File: src/design/sorted_deadline_timer_queue_macros.svh
// Assertion helpers for the timer queue.
`ifndef SORTED_DEADLINE_TIMER_QUEUE_MACROS_SVH
`define SORTED_DEADLINE_TIMER_QUEUE_MACROS_SVH

// Same-cycle implication, checked out of reset.
`define SDTQ_ASSERT_NOW(lbl, ante, cons, msg) \
    lbl: assert property (@(posedge aclk) disable iff (!aresetn) (ante) |-> (cons)) \
        else $error(msg);

// Next-cycle implication, checked out of reset.
`define SDTQ_ASSERT_NEXT(lbl, ante, cons, msg) \
    lbl: assert property (@(posedge aclk) disable iff (!aresetn) (ante) |=> (cons)) \
        else $error(msg);

`endif

File: src/design/sdtq_pkg.sv
`default_nettype none

package sdtq_pkg;

    localparam int unsigned HANDLE_BITS  = 10;
    localparam int unsigned TIME_BITS    = 32;
    localparam int unsigned RESULT_LIMIT = 32;
    localparam int unsigned RES_CNT_W    = $clog2(RESULT_LIMIT);
    localparam logic [RES_CNT_W-1:0] LAST_RESULT_IDX = RES_CNT_W'(RESULT_LIMIT - 1);

    typedef enum logic [1:0] {
        MODE_INSERT = 2'd0,
        MODE_ADJUST = 2'd1,
        MODE_DELETE = 2'd2,
        MODE_TICK   = 2'd3
    } mode_t;

    typedef enum logic [2:0] {
        ST_OK       = 3'd0,
        ST_EXPIRED  = 3'd1,
        ST_NONE     = 3'd2,
        ST_FULL     = 3'd3,
        ST_NOTFOUND = 3'd4,
        ST_DUP      = 3'd5
    } status_t;

    typedef struct packed {
        mode_t                  mode;
        logic [HANDLE_BITS-1:0] handle;
        logic [TIME_BITS-1:0]   time_value;
    } in_item_t;

    typedef struct packed {
        status_t                status;
        logic [HANDLE_BITS-1:0] expired_handle;
        logic                   last;
    } out_item_t;

    // One queue slot.
    typedef struct packed {
        logic [TIME_BITS-1:0]   expiry;
        logic [HANDLE_BITS-1:0] handle;
    } entry_t;

    typedef enum logic [1:0] {
        CELL_HOLD   = 2'd0,
        CELL_INSERT = 2'd1,
        CELL_REMOVE = 2'd2,
        CELL_POP    = 2'd3
    } cell_op_t;

    // Broadcast to every cell.
    typedef struct packed {
        cell_op_t               op;
        logic [TIME_BITS-1:0]   key_time;
        logic [HANDLE_BITS-1:0] key_handle;
    } cell_ctl_t;

    // Per-cell flags back to the controller and the right neighbor.
    typedef struct packed {
        logic match;
        logic later;
        logic due;
    } cell_stat_t;

endpackage

`default_nettype wire

File: src/design/sorted_deadline_timer_queue.sv
// Sorted deadline timer queue: up to CAPACITY timer handles held in a row of cells in
// ascending expiry order, equal expiries kept in arrival order. Items arrive on the s_
// channel (insert, adjust, delete, tick) and results leave on the m_ channel; one item is
// worked at a time. Insert, adjust and delete each give one result: insert runs an insert
// pass, delete a remove pass, adjust a remove pass then an insert pass, and a duplicate,
// full or not-found reply needs no pass; a result may wait for the output register. A tick
// gives one result per expired handle (at most 32 per tick, the rest stay queued for a later
// tick) while the output register can take it, or one none result when nothing is due;
// each expired handle leaves the head cell as the whole row shifts one place left.
// Handle lookup is a parallel compare in every cell done in the transfer cycle. Times
// compare unsigned, without wrap. The s_ channel is not ready while reset is held.
`default_nettype none
`include "sorted_deadline_timer_queue_macros.svh"

module sorted_deadline_timer_queue
    import sdtq_pkg::*;
#(
    parameter int unsigned CAPACITY = 32
) (
    input  wire logic      aclk,
    input  wire logic      aresetn,
    input  wire logic      s_valid,
    output logic           s_ready,
    input  wire in_item_t  s_payload,
    output logic           m_valid,
    input  wire logic      m_ready,
    output out_item_t      m_payload
);

    localparam int unsigned POS_W = $clog2(CAPACITY);
    localparam int unsigned CNT_W = $clog2(CAPACITY + 1);

    typedef enum logic [4:0] {
        S_IDLE   = 5'b00001,
        S_REMOVE = 5'b00010,
        S_INSERT = 5'b00100,
        S_TICK   = 5'b01000,
        S_REPLY  = 5'b10000
    } state_t;

    state_t                 state_reg, state_next;
    logic [CNT_W-1:0]       count_reg, count_next;
    logic [RES_CNT_W-1:0]   n_reg, n_next;
    status_t                status_reg, status_next;
    logic [POS_W-1:0]       pos_reg, pos_next;

    // captured item
    mode_t                  mode_reg;
    logic [HANDLE_BITS-1:0] handle_reg;
    logic [TIME_BITS-1:0]   time_reg;

    // output register
    logic                   m_valid_reg;
    out_item_t              m_payload_reg;
    logic                   out_free;
    logic                   out_load;

    // result of this cycle
    logic                   res_valid;
    status_t                res_status;
    logic [HANDLE_BITS-1:0] res_handle;
    logic                   res_last;

    // cell row
    cell_ctl_t              ctl;
    cell_op_t               cell_op;
    entry_t                 cell_entry [CAPACITY];
    cell_stat_t             cell_stat  [CAPACITY];
    logic [CAPACITY-1:0]    occ;
    logic                   found;
    logic [POS_W-1:0]       found_pos;
    logic                   queue_full;
    logic                   head_due;
    logic                   next_due;
    logic                   accept;

    assign s_ready  = aresetn && (state_reg == S_IDLE);
    assign accept   = s_valid && s_ready;
    assign out_free = !m_valid_reg || m_ready;

    // In idle the cells look up the arriving handle directly; later passes use the copy.
    assign ctl.op         = cell_op;
    assign ctl.key_time   = (state_reg == S_IDLE) ? s_payload.time_value : time_reg;
    assign ctl.key_handle = (state_reg == S_IDLE) ? s_payload.handle : handle_reg;

    genvar gi;
    generate
        for (gi = 0; gi < CAPACITY; gi++) begin : g_cell
            entry_t left_e;
            entry_t right_e;
            logic   left_l;

            assign occ[gi] = (CNT_W'(gi) < count_reg);

            if (gi == 0) begin : g_first
                assign left_e = '0;
                assign left_l = 1'b0;
            end else begin : g_mid
                assign left_e = cell_entry[gi-1];
                assign left_l = cell_stat[gi-1].later;
            end

            if (gi == CAPACITY - 1) begin : g_end
                assign right_e = '0;
            end else begin : g_inner
                assign right_e = cell_entry[gi+1];
            end

            sdtq_cell #(
                .IDX   (gi),
                .POS_W (POS_W)
            ) u_cell (
                .aclk        (aclk),
                .ctl         (ctl),
                .remove_pos  (pos_reg),
                .occupied    (occ[gi]),
                .left_later  (left_l),
                .left_entry  (left_e),
                .right_entry (right_e),
                .entry       (cell_entry[gi]),
                .stat        (cell_stat[gi])
            );
        end
    endgenerate

    // Handles are unique in the queue, so at most one match: OR the indexes together.
    always_comb begin
        found     = 1'b0;
        found_pos = '0;
        for (int i = 0; i < CAPACITY; i++) begin
            if (cell_stat[i].match) begin
                found     = 1'b1;
                found_pos = found_pos | POS_W'(i);
            end
        end
    end

    assign queue_full = (count_reg == CNT_W'(CAPACITY));
    assign head_due   = cell_stat[0].due;
    assign next_due   = cell_stat[1].due;

    always_comb begin
        state_next  = state_reg;
        count_next  = count_reg;
        n_next      = n_reg;
        status_next = status_reg;
        pos_next    = pos_reg;
        cell_op     = CELL_HOLD;
        res_valid   = 1'b0;
        res_status  = ST_OK;
        res_handle  = '0;
        res_last    = 1'b1;
        out_load    = 1'b0;

        unique case (state_reg)
            S_IDLE: begin
                if (s_valid) begin
                    pos_next = found_pos;
                    unique case (s_payload.mode)
                        MODE_INSERT: begin
                            // duplicate check ranks ahead of the full check
                            if (found) begin
                                res_valid  = 1'b1;
                                res_status = ST_DUP;
                            end else if (queue_full) begin
                                res_valid  = 1'b1;
                                res_status = ST_FULL;
                            end else begin
                                state_next = S_INSERT;
                            end
                        end
                        MODE_ADJUST, MODE_DELETE: begin
                            if (!found) begin
                                res_valid  = 1'b1;
                                res_status = ST_NOTFOUND;
                            end else begin
                                state_next = S_REMOVE;
                            end
                        end
                        MODE_TICK: begin
                            state_next = S_TICK;
                            n_next     = '0;
                        end
                        default: begin
                            state_next = S_IDLE;
                        end
                    endcase
                end
            end
            S_REMOVE: begin
                // close the gap at the matched slot
                cell_op    = CELL_REMOVE;
                count_next = count_reg - CNT_W'(1);
                if (mode_reg == MODE_ADJUST) begin
                    state_next = S_INSERT;
                end else begin
                    res_valid = 1'b1;
                end
            end
            S_INSERT: begin
                cell_op    = CELL_INSERT;
                count_next = count_reg + CNT_W'(1);
                res_valid  = 1'b1;
            end
            S_TICK: begin
                // one expiry per cycle, only when the output register can take it
                if (out_free) begin
                    res_valid = 1'b1;
                    if (head_due) begin
                        cell_op    = CELL_POP;
                        count_next = count_reg - CNT_W'(1);
                        n_next     = n_reg + RES_CNT_W'(1);
                        res_status = ST_EXPIRED;
                        res_handle = cell_entry[0].handle;
                        res_last   = !next_due || (n_reg == LAST_RESULT_IDX);
                    end else begin
                        res_status = ST_NONE;
                    end
                end
            end
            S_REPLY: begin
                res_valid  = 1'b1;
                res_status = status_reg;
            end
            default: begin
                state_next = S_IDLE;
            end
        endcase

        // Hand the result to the output register, or park it until there is room.
        if (res_valid) begin
            if (out_free) begin
                out_load   = 1'b1;
                state_next = (state_reg == S_TICK && !res_last) ? S_TICK : S_IDLE;
            end else begin
                status_next = res_status;
                state_next  = S_REPLY;
            end
        end
    end

    always_ff @(posedge aclk) begin
        if (!aresetn) begin
            state_reg   <= S_IDLE;
            count_reg   <= '0;
            m_valid_reg <= 1'b0;
        end else begin
            state_reg <= state_next;
            count_reg <= count_next;
            if (out_load) begin
                m_valid_reg <= 1'b1;
            end else if (m_ready) begin
                m_valid_reg <= 1'b0;
            end
        end
    end

    // payload and working registers, no reset needed
    always_ff @(posedge aclk) begin
        n_reg      <= n_next;
        status_reg <= status_next;
        pos_reg    <= pos_next;
        if (accept) begin
            mode_reg   <= s_payload.mode;
            handle_reg <= s_payload.handle;
            time_reg   <= s_payload.time_value;
        end
        if (out_load) begin
            m_payload_reg.status         <= res_status;
            m_payload_reg.expired_handle <= res_handle;
            m_payload_reg.last           <= res_last;
        end
    end

    assign m_valid   = m_valid_reg;
    assign m_payload = m_payload_reg;

    // ---- checks ----
    `SDTQ_ASSERT_NOW(a_count_bound, 1'b1, count_reg <= CNT_W'(CAPACITY), "occupancy over capacity")
    `SDTQ_ASSERT_NOW(a_insert_room, cell_op == CELL_INSERT, !queue_full, "insert into full row")
    `SDTQ_ASSERT_NEXT(a_pop_count, cell_op == CELL_POP, count_reg == $past(count_reg) - CNT_W'(1), "pop did not drop count")
    `SDTQ_ASSERT_NOW(a_mid_expired, m_valid && !m_payload.last, m_payload.status == ST_EXPIRED, "non-final result not an expiry")

endmodule

`default_nettype wire

File: src/design/sdtq_cell.sv
`default_nettype none

module sdtq_cell
    import sdtq_pkg::*;
#(
    parameter int unsigned IDX   = 0,
    parameter int unsigned POS_W = 5
) (
    input  wire logic             aclk,
    input  wire cell_ctl_t        ctl,
    input  wire logic [POS_W-1:0] remove_pos,
    input  wire logic             occupied,
    input  wire logic             left_later,
    input  wire entry_t           left_entry,
    input  wire entry_t           right_entry,
    output entry_t                entry,
    output cell_stat_t            stat
);

    entry_t entry_reg;
    entry_t entry_next;
    entry_t new_entry;

    assign new_entry = '{expiry: ctl.key_time, handle: ctl.key_handle};

    assign stat.match = occupied && (entry_reg.handle == ctl.key_handle);
    assign stat.later = occupied && (entry_reg.expiry > ctl.key_time);
    assign stat.due   = occupied && (entry_reg.expiry <= ctl.key_time);

    always_comb begin
        entry_next = entry_reg;
        unique case (ctl.op)
            CELL_HOLD: begin
                entry_next = entry_reg;
            end
            CELL_INSERT: begin
                // shift right past the insertion point, else take the new slot
                if (left_later) begin
                    entry_next = left_entry;
                end else if (stat.later || !occupied) begin
                    entry_next = new_entry;
                end
            end
            CELL_REMOVE: begin
                if (POS_W'(IDX) >= remove_pos) begin
                    entry_next = right_entry;
                end
            end
            CELL_POP: begin
                entry_next = right_entry;
            end
            default: begin
                entry_next = entry_reg;
            end
        endcase
    end

    always_ff @(posedge aclk) begin
        entry_reg <= entry_next;
    end

    assign entry = entry_reg;

endmodule

`default_nettype wire

File: config.mk
export PLATFORM = sky130hd
export DESIGN_NAME = sorted_deadline_timer_queue
export DESIGN_NICKNAME = d
export VERILOG_FILES = /design/src/design/sdtq_pkg.sv /design/src/design/sorted_deadline_timer_queue.sv /design/src/design/sdtq_cell.sv
export VERILOG_INCLUDE_DIRS = /design/src /design/src/design
export SDC_FILE = /design/constraint.sdc
export NUM_CORES = 2
export LEC_CHECK = 0
export ABC_CLOCK_PERIOD_IN_PS = 13200
export BUFFER_PORTS_ARGS = -buffer_cell sky130_fd_sc_hd__buf_2
export CORE_ASPECT_RATIO = 1.25
export CORE_UTILIZATION = 40
export DETAILED_ROUTE_END_ITERATION = 7
export PLACE_DENSITY = 0.63
export SLEW_MARGIN = 30
export SYNTH_ARGS = -nofsm -noshare
export SYNTH_HDL_FRONTEND = slang
export SYNTH_SLANG_ARGS = --single-unit
File: constraint.sdc
create_clock -name aclk -period 13.2 [get_ports aclk]
set_clock_uncertainty 0.2 [all_clocks]
set_input_delay 0.66 -clock aclk [delete_from_list [all_inputs] [get_ports aclk]]
set_output_delay 0.66 -clock aclk [all_outputs]
set_load 0.01 [all_outputs]
# ---- Word-level counts from Yosys, hierarchy flattened
# Index checks and enable logic that the tools add are counted.
dict set report totals {
  reg_bits 1427
  latchBits 0
  mem_bits_rw 0
  mem_bits_ro 0
  inputBits 48
  output_inout_bits 16
  word_cells 918
  n_memories 0
}
dict set report op_classes {
  addsub 3
  multipliers 0
  n_div 0
  order_cmp 98
  n_eq_ne 122
  n_shift 0
  mux 436
  bitwise_logic 1
  n_reduce_logical 182
}
# operator count
set op_table {}
lappend op_table {{2-to-1 mux 42 bit} 222}
lappend op_table {{case mux 42 bit (3 select lines)} 32}
lappend op_table {{greater-than comparator 32 bit} 32}
lappend op_table {{== test 10 bit} 32}
lappend op_table {{2-to-1 mux 5 bit} 50}
lappend op_table {{AND reduction 3 bit} 33}
lappend op_table {{less-than comparator 5 x 6 -> 1 bit, first input constant} 16}
lappend op_table {{inequality test 3 x 2 -> 1 bit, second input constant} 31}
lappend op_table {{greater-or-equal comparator 5 bit, first input constant} 16}
lappend op_table {{2-to-1 mux 3 bit} 26}
lappend op_table {{inequality test 2 x 1 -> 1 bit, second input constant} 35}
lappend op_table {{logical AND 1 bit} 69}
lappend op_table {{2-to-1 mux 1 bit} 67}
lappend op_table {{less-or-equal comparator 32 bit} 2}
lappend op_table {{2-to-1 mux 10 bit} 6}
lappend op_table {{less-than comparator 4 x 6 -> 1 bit, first input constant} 8}
lappend op_table {{greater-or-equal comparator 4 x 5 -> 1 bit, first input constant} 8}
lappend op_table {{2-to-1 mux 4 bit} 9}
lappend op_table {{zero test 1 bit} 35}
lappend op_table {{logical OR 1 bit} 34}
lappend op_table {{2-to-1 mux 32 bit} 1}
lappend op_table {{2-to-1 mux 6 bit} 5}
lappend op_table {{case mux 5 bit (3 select lines)} 2}
lappend op_table {{less-than comparator 3 x 6 -> 1 bit, first input constant} 4}
lappend op_table {{37 further kinds} 67}

# ---- Logic depth before layout (Yosys ltp)
dict set report logic_depth {
  word_depth 56
  depth_mapped 29
  ltp_nobuf 18
}

# ---- Hierarchy
# A second synthesis with hierarchy kept.
dict set report unflattened {
  cells_unflattened 10521
  hier_area_um2 103391.7
}
# module instances cells_per_inst area_each_um2 seq_area_each_um2
set modules_own_cells {}
lappend modules_own_cells {{sdtq_cell at g_cell[16].u_cell ...} 4 319 3111.7 1261.2}
lappend modules_own_cells {{sdtq_cell at g_cell[0].u_cell ...} 3 317 3088.0 1261.2}
lappend modules_own_cells {{sdtq_cell at g_cell[10].u_cell ...} 2 320 3115.5 1261.2}
lappend modules_own_cells {{sdtq_cell at g_cell[18].u_cell ...} 2 319 3113.0 1261.2}
lappend modules_own_cells {{sdtq_cell at g_cell[26].u_cell ...} 2 320 3113.0 1261.2}
lappend modules_own_cells {{sdtq_cell at g_cell[17].u_cell ...} 2 319 3110.5 1261.2}
lappend modules_own_cells {{sdtq_cell at g_cell[13].u_cell ...} 2 319 3109.2 1261.2}
lappend modules_own_cells {{sdtq_cell at g_cell[12].u_cell ...} 2 317 3089.2 1261.2}
lappend modules_own_cells {{sdtq_cell at g_cell[19].u_cell ...} 2 317 3083.0 1261.2}
lappend modules_own_cells {sorted_deadline_timer_queue 1 344 4175.3 2372.3}
lappend modules_own_cells {{sdtq_cell at g_cell[31].u_cell} 1 314 3153.0 1261.2}
lappend modules_own_cells {{sdtq_cell at g_cell[1].u_cell} 1 320 3109.2 1261.2}
lappend modules_own_cells {{sdtq_cell at g_cell[11].u_cell} 1 319 3108.0 1261.2}
lappend modules_own_cells {{sdtq_cell at g_cell[4].u_cell} 1 318 3088.0 1261.2}
lappend modules_own_cells {{+7 rows} -- -- -- --}

# ---- Least setup slack after synthesis
# Ideal clock, no wire load.
dict set report synth_path {
  path_kind {register to register}
  start {reg state_reg[0]}
  end {reg g_cell[9].u_cell.entry_reg, in the netlist g_cell[9].u_cell.entry[0] (enable)}
  setup_ns 0.494
  arrival_ns 8.862
  required_ns 12.506
  slack_ns 3.644
  stages_incl_launch_ff 28
  period_less_slack_ns 9.556
  cell_sequence {dfxtp_1 nor2b_1 buf_2 nand2_1 buf_2 buf_2 buf_2 buf_2 buf_1 buf_1 nand2_1 nand2_1 clkinv_1 ha_1 a21o_1 a21o_1 a221oi_1 o221a_2 a31o_2 and3_1 or2_2 clkbuf_1 clkbuf_1 buf_2 clkbuf_1 clkbuf_1 nor4b_1 nor3_1}
}
dict set report synth_via {
  elab_chain_cells 13
}
# item line_no
set synth_rtl {}
lappend synth_rtl {{start: declaration} sorted_deadline_timer_queue.sv:41} ;# state_t state_reg, state_next;
lappend synth_rtl {{start signal: assignment} sorted_deadline_timer_queue.sv:248} ;# state_reg <= state_next;
lappend synth_rtl {{== test 5 x 1 -> 1 bit} sorted_deadline_timer_queue.sv:83} ;# assign ctl.key_time = (state_reg == S_IDLE) ? s_payload.time_value : time_reg;
lappend synth_rtl {{2-to-1 mux 32 bit} sorted_deadline_timer_queue.sv:83}
lappend synth_rtl {{less-or-equal comparator 32 bit} sdtq_cell.sv:28} ;# assign stat.due = occupied && (entry_reg.expiry <= ctl.key_time);
lappend synth_rtl {{logical AND 1 bit} sdtq_cell.sv:28}
lappend synth_rtl {{2-to-1 mux 2 bit} sorted_deadline_timer_queue.sv:209} ;# if (head_due) begin
lappend synth_rtl {{2-to-1 mux 2 bit} sorted_deadline_timer_queue.sv:207} ;# if (out_free) begin
lappend synth_rtl {{2-to-1 mux 2 bit} sorted_deadline_timer_queue.sv:155} ;# unique case (state_reg)
lappend synth_rtl {{2-to-1 mux 2 bit} sorted_deadline_timer_queue.sv:207}
lappend synth_rtl {{2-to-1 mux 2 bit} sorted_deadline_timer_queue.sv:155}
lappend synth_rtl {{case mux 2 bit (3 select lines)} sorted_deadline_timer_queue.sv:155}
lappend synth_rtl {{== test 2 x 1 -> 1 bit, or another cell as far along} sdtq_cell.sv:32} ;# unique case (ctl.op)
lappend synth_rtl {{inequality test 3 x 2 -> 1 bit (no line), or another cell as far along} --}
lappend synth_rtl {{AND reduction 3 bit (no line) *} --}
lappend synth_rtl {{end signal: assignment} sdtq_cell.sv:59} ;# entry_reg <= entry_next;
lappend synth_rtl {{end: declaration} sdtq_cell.sv:20} ;# entry_t entry_reg;
# Mark *: on every way between the ends. The rest lies on a longest branch, timed or not. The select of a mux whose other input is x is not followed.
# A chain may end at the register's enable or synchronous reset.

==> impl_metrics.toml <==
[layout]
largest_reg_flops = 1344
n_fill_cell = 23900
area_growth_pct = 9.93
layout-drive-gt1-share_pct = 6.67
fin_nets = 11200

[timing]
max_freq_mhz = 115
setup-tns-final_ps = 0
hold_violations = 0
rsz0062_at_grt = "no"
maxSlewViolCount = 0
layout_setup_ws_ps = 4490
hold_ws_ps = 118
period_share_pct = 66.0
finalSetupViolations = 0
tightest_slew_ps = 1070
maxSlewHeadroom_pct = 28.4
min_period_ps = 8710

[drt]
drt_iter0_markers = 8971
highest_layer = "met5"
wl_met3_um = 24000
via_per_inst = 6.12
ant_nets = 0
vias = 82900
routedWlPerCell_um = 26.2
routed-wl-met2_um = 165000
first_pass_iters = 8
wl_um = 355000
met1_length_um = 140000
drcViolationCount = 8

[floorplanning]
rows = 205
start_util_pct = 40.3
die_width_um = 451
die-area_mm2 = 0.254
io_pins = 64
fp.dieH_um = 563
coreArea_mm2 = 0.250

[power_and_ir_drop]
p_sw_w = 0.00540
combPwrFrac_pct = 33.5
powerDensity_mw_per_mm2 = 138
static-leakage-power_nw = 42.6
pwr-share-seq_pct = 36.1
peakVddDrop_mv = 0.0961
p_int_w = 0.00986
swShare_pct = 35.4
clockPowerShare_pct = 30.4

[outcome]
status = "complete, but fails checks"
failed_checks = "DRC"

[critical_path]
slowest_delay_ps = 660
path_cells = "or3_4 > nor2_4 > buf_4 > nand2_1 > nand2_1 > buf_4 > clkinv_1 > ha_1 > nand4_1 > nor2_1 > nand3_1 > nor4_1 > a31o_2 > and3_1 > buf_4 > or2_4 > buf_12 > buf_4 > buf_4 > o21ai_0"
worstReg2RegStart = "state_reg[4]"
crit_type = "reg2reg"
required_ps = 13520
crit_buf_inv = 7
cp.arrival_ps = 9040
startpoint_type = "register"
critical_path_peak_fanout = 176
setup.worst_path.start = "state_reg[4]"
crit_family = "buffers and inverters"
worst_setup_path_end_kind = "register"
crit_top_cell = "buf_4"
cpMaxStageDelayCell = "buf_4"
reg2reg_slack_ps = 4490

[synth]
yosys-top-cells-area = "edfxtp_1, ha_1, mux2i_1"
synth_nets = 11300
ys_types = 100
synthesis.area_mm2 = 0.101
avgSynthCellArea_um2 = 9.82
postSynthCellCount = 10300
synth_flop_cell = "edfxtp_1"
yosys_warnings = 0
synthArstFlopShare_pct = 0
synth_edf_count = 1415
ys_seq_area_share_pct = 42.4
yosysTopAreaCell = "edfxtp_1"
ys_seq_elements = 1427
synth.top_cell.area_share_pct = 42.2

[min_path]
worstHoldPathType = "in2reg"
hp-start = "m_ready"

[place]
dp_hpwl_um = 258000
place.port_buffers = 63
dpl_worst_slack_ps = 4700
gp_congestion = 1.01

[grt]
grt_first_pass_wirelength_um = 527000
grt_overflow = 0
grt_util_all_layers_pct = 27.0
grt_max_degree = 271
grt_pass1_vias = 83300
antenna_found_initial = 9

[clocking]
clk_pin_slew_worst_paths_ps = 60
cts_tree = "built"
clk_path_buf_depth = 4
cts_buffers = 165
clock_latency_ps = 860
clock-root-buffer = "clkbuf_16"
htree_num_levels = 4
cts.sinks = 1427

[job]
cap_violations = 0
==> per-layer routing <==
metal,GRT usage [%],vias up
li1,-,37900
met1,32.9,40500
met2,44.8,3476
met3,3.91,1017
met4,17.3,4
met5,0,-
==> repair_timing <==
item                                    4_1_cts  5_1_grt
endpoints found under the hold margin        36        0
gates resized for setup                       0        0
hold buffers                                 36        0
setup buffers                                 0        0
endpoints found under the setup margin        0        0
==> tightest hold or removal path: stages <==
cell and delay [ps]:
buf_2 90, nand2b_1 260, nor3_1 100
==> cells in the final DEF, fill, tap and decap left out, types with 42 or more instances in the layout <==
cell type / instances
nor4_1: 51
xor2_1: 95
nand4_1: 242
clkbuf_16: 168
clkinv_1: 65
o21ai_0: 1672
nor2_1: 298
ha_1: 1032
nor3_1: 63
buf_4: 242
nand3_1: 119
nand2_1: 1727
nor2b_1: 93
a21oi_1: 321
edfxtp_1: 1415
a21o_1: 316
xnor2_1: 191
nand2b_1: 72
mux2i_1: 1000
buf_2: 63
o22ai_1: 42
a211oi_1: 69
inv_1: 103
==> final timing paths <==
kind                                                     to  cells past startpoint
worst max-delay path             g_cell[27].u_cell.entry[3]                     20
worst min-delay path                           state_reg[4]                      3
worst max register to register   g_cell[27].u_cell.entry[3]                     20
worst min register to register  g_cell[30].u_cell.entry[19]                      2
==> kinds of logic (layout without fill, tap and decap cells) <==
kind of cell,count (synthesis),in the layout,synth area share (%)
compound gates,2836,2836,16.5
xor+xnor,286,286,2.49
fa+ha+maj,1032,1032,12.8
buf+inv,824,784,3.28
flops,1427,1427,42.4
mux,1001,1001,9.94
other cells,0,5,0
simple gates,2858,2858,12.6
==> through the flow <==
| step | std cells | util [%] | power [W] | area, um2 |
|---|---|---|---|---|
| final | 13500 | 44.3 | 0.0153 | 111000 |
| after global routing | 13500 | 44.3 | 0.0159 | 111000 |
| after CTS | 13500 | 44.2 | 0.0152 | 111000 |
| after detailed placement | 13200 | 42.0 | 0.0106 | 105000 |
| after global placement | 13200 | 42.0 | 0.0104 | 105000 |
| after floorplan | 10300 | - | 0.00880 | 101000 |
==> synth_stat cells, types with 52 or more instances <==
cell      number
nor4_1        52
ha_1        1032
nor2b_1       98
a21oi_1      330
edfxtp_1    1415
a21o_1       317
nand3_1      121
xnor2_1      191
mux2i_1     1000
nor3_1        70
o21ai_0     1673
clkbuf_1     547
buf_1         74
nand2b_1      77
nand4_1      242
nor2_1       304
inv_1        104
nand2_1     1735
a211oi_1      73
xor2_1        95
==> power by group through the flow <==
stage	Sequential (W)	Combinational [W]	Clock (W)
after floorplan	0.00556	0.00324	0
after global placement	0.00559	0.00480	0
after detailed placement	0.00560	0.00498	0
after CTS	0.00550	0.00502	0.00470
after global routing	0.00551	0.00559	0.00485
final	0.00550	0.00512	0.00464
==> final cells by class <==
| cell class | instances | area (um2) | area share, % |
|---|---|---|---|
| multi-input combinational | 8013 | 55300 | 50.0 |
| inverter | 139 | 522 | 0.471 |
| tap | 3312 | 4140 | 3.74 |
| clock buffer | 205 | 4370 | 3.95 |
| antenna | 5 | 12.5 | 0.0113 |
| timing repair buffer | 358 | 2860 | 2.58 |
| sequential | 1427 | 42700 | 38.6 |
| clock inverter | 82 | 781 | 0.705 |
Power figures use the tool's default switching activity.
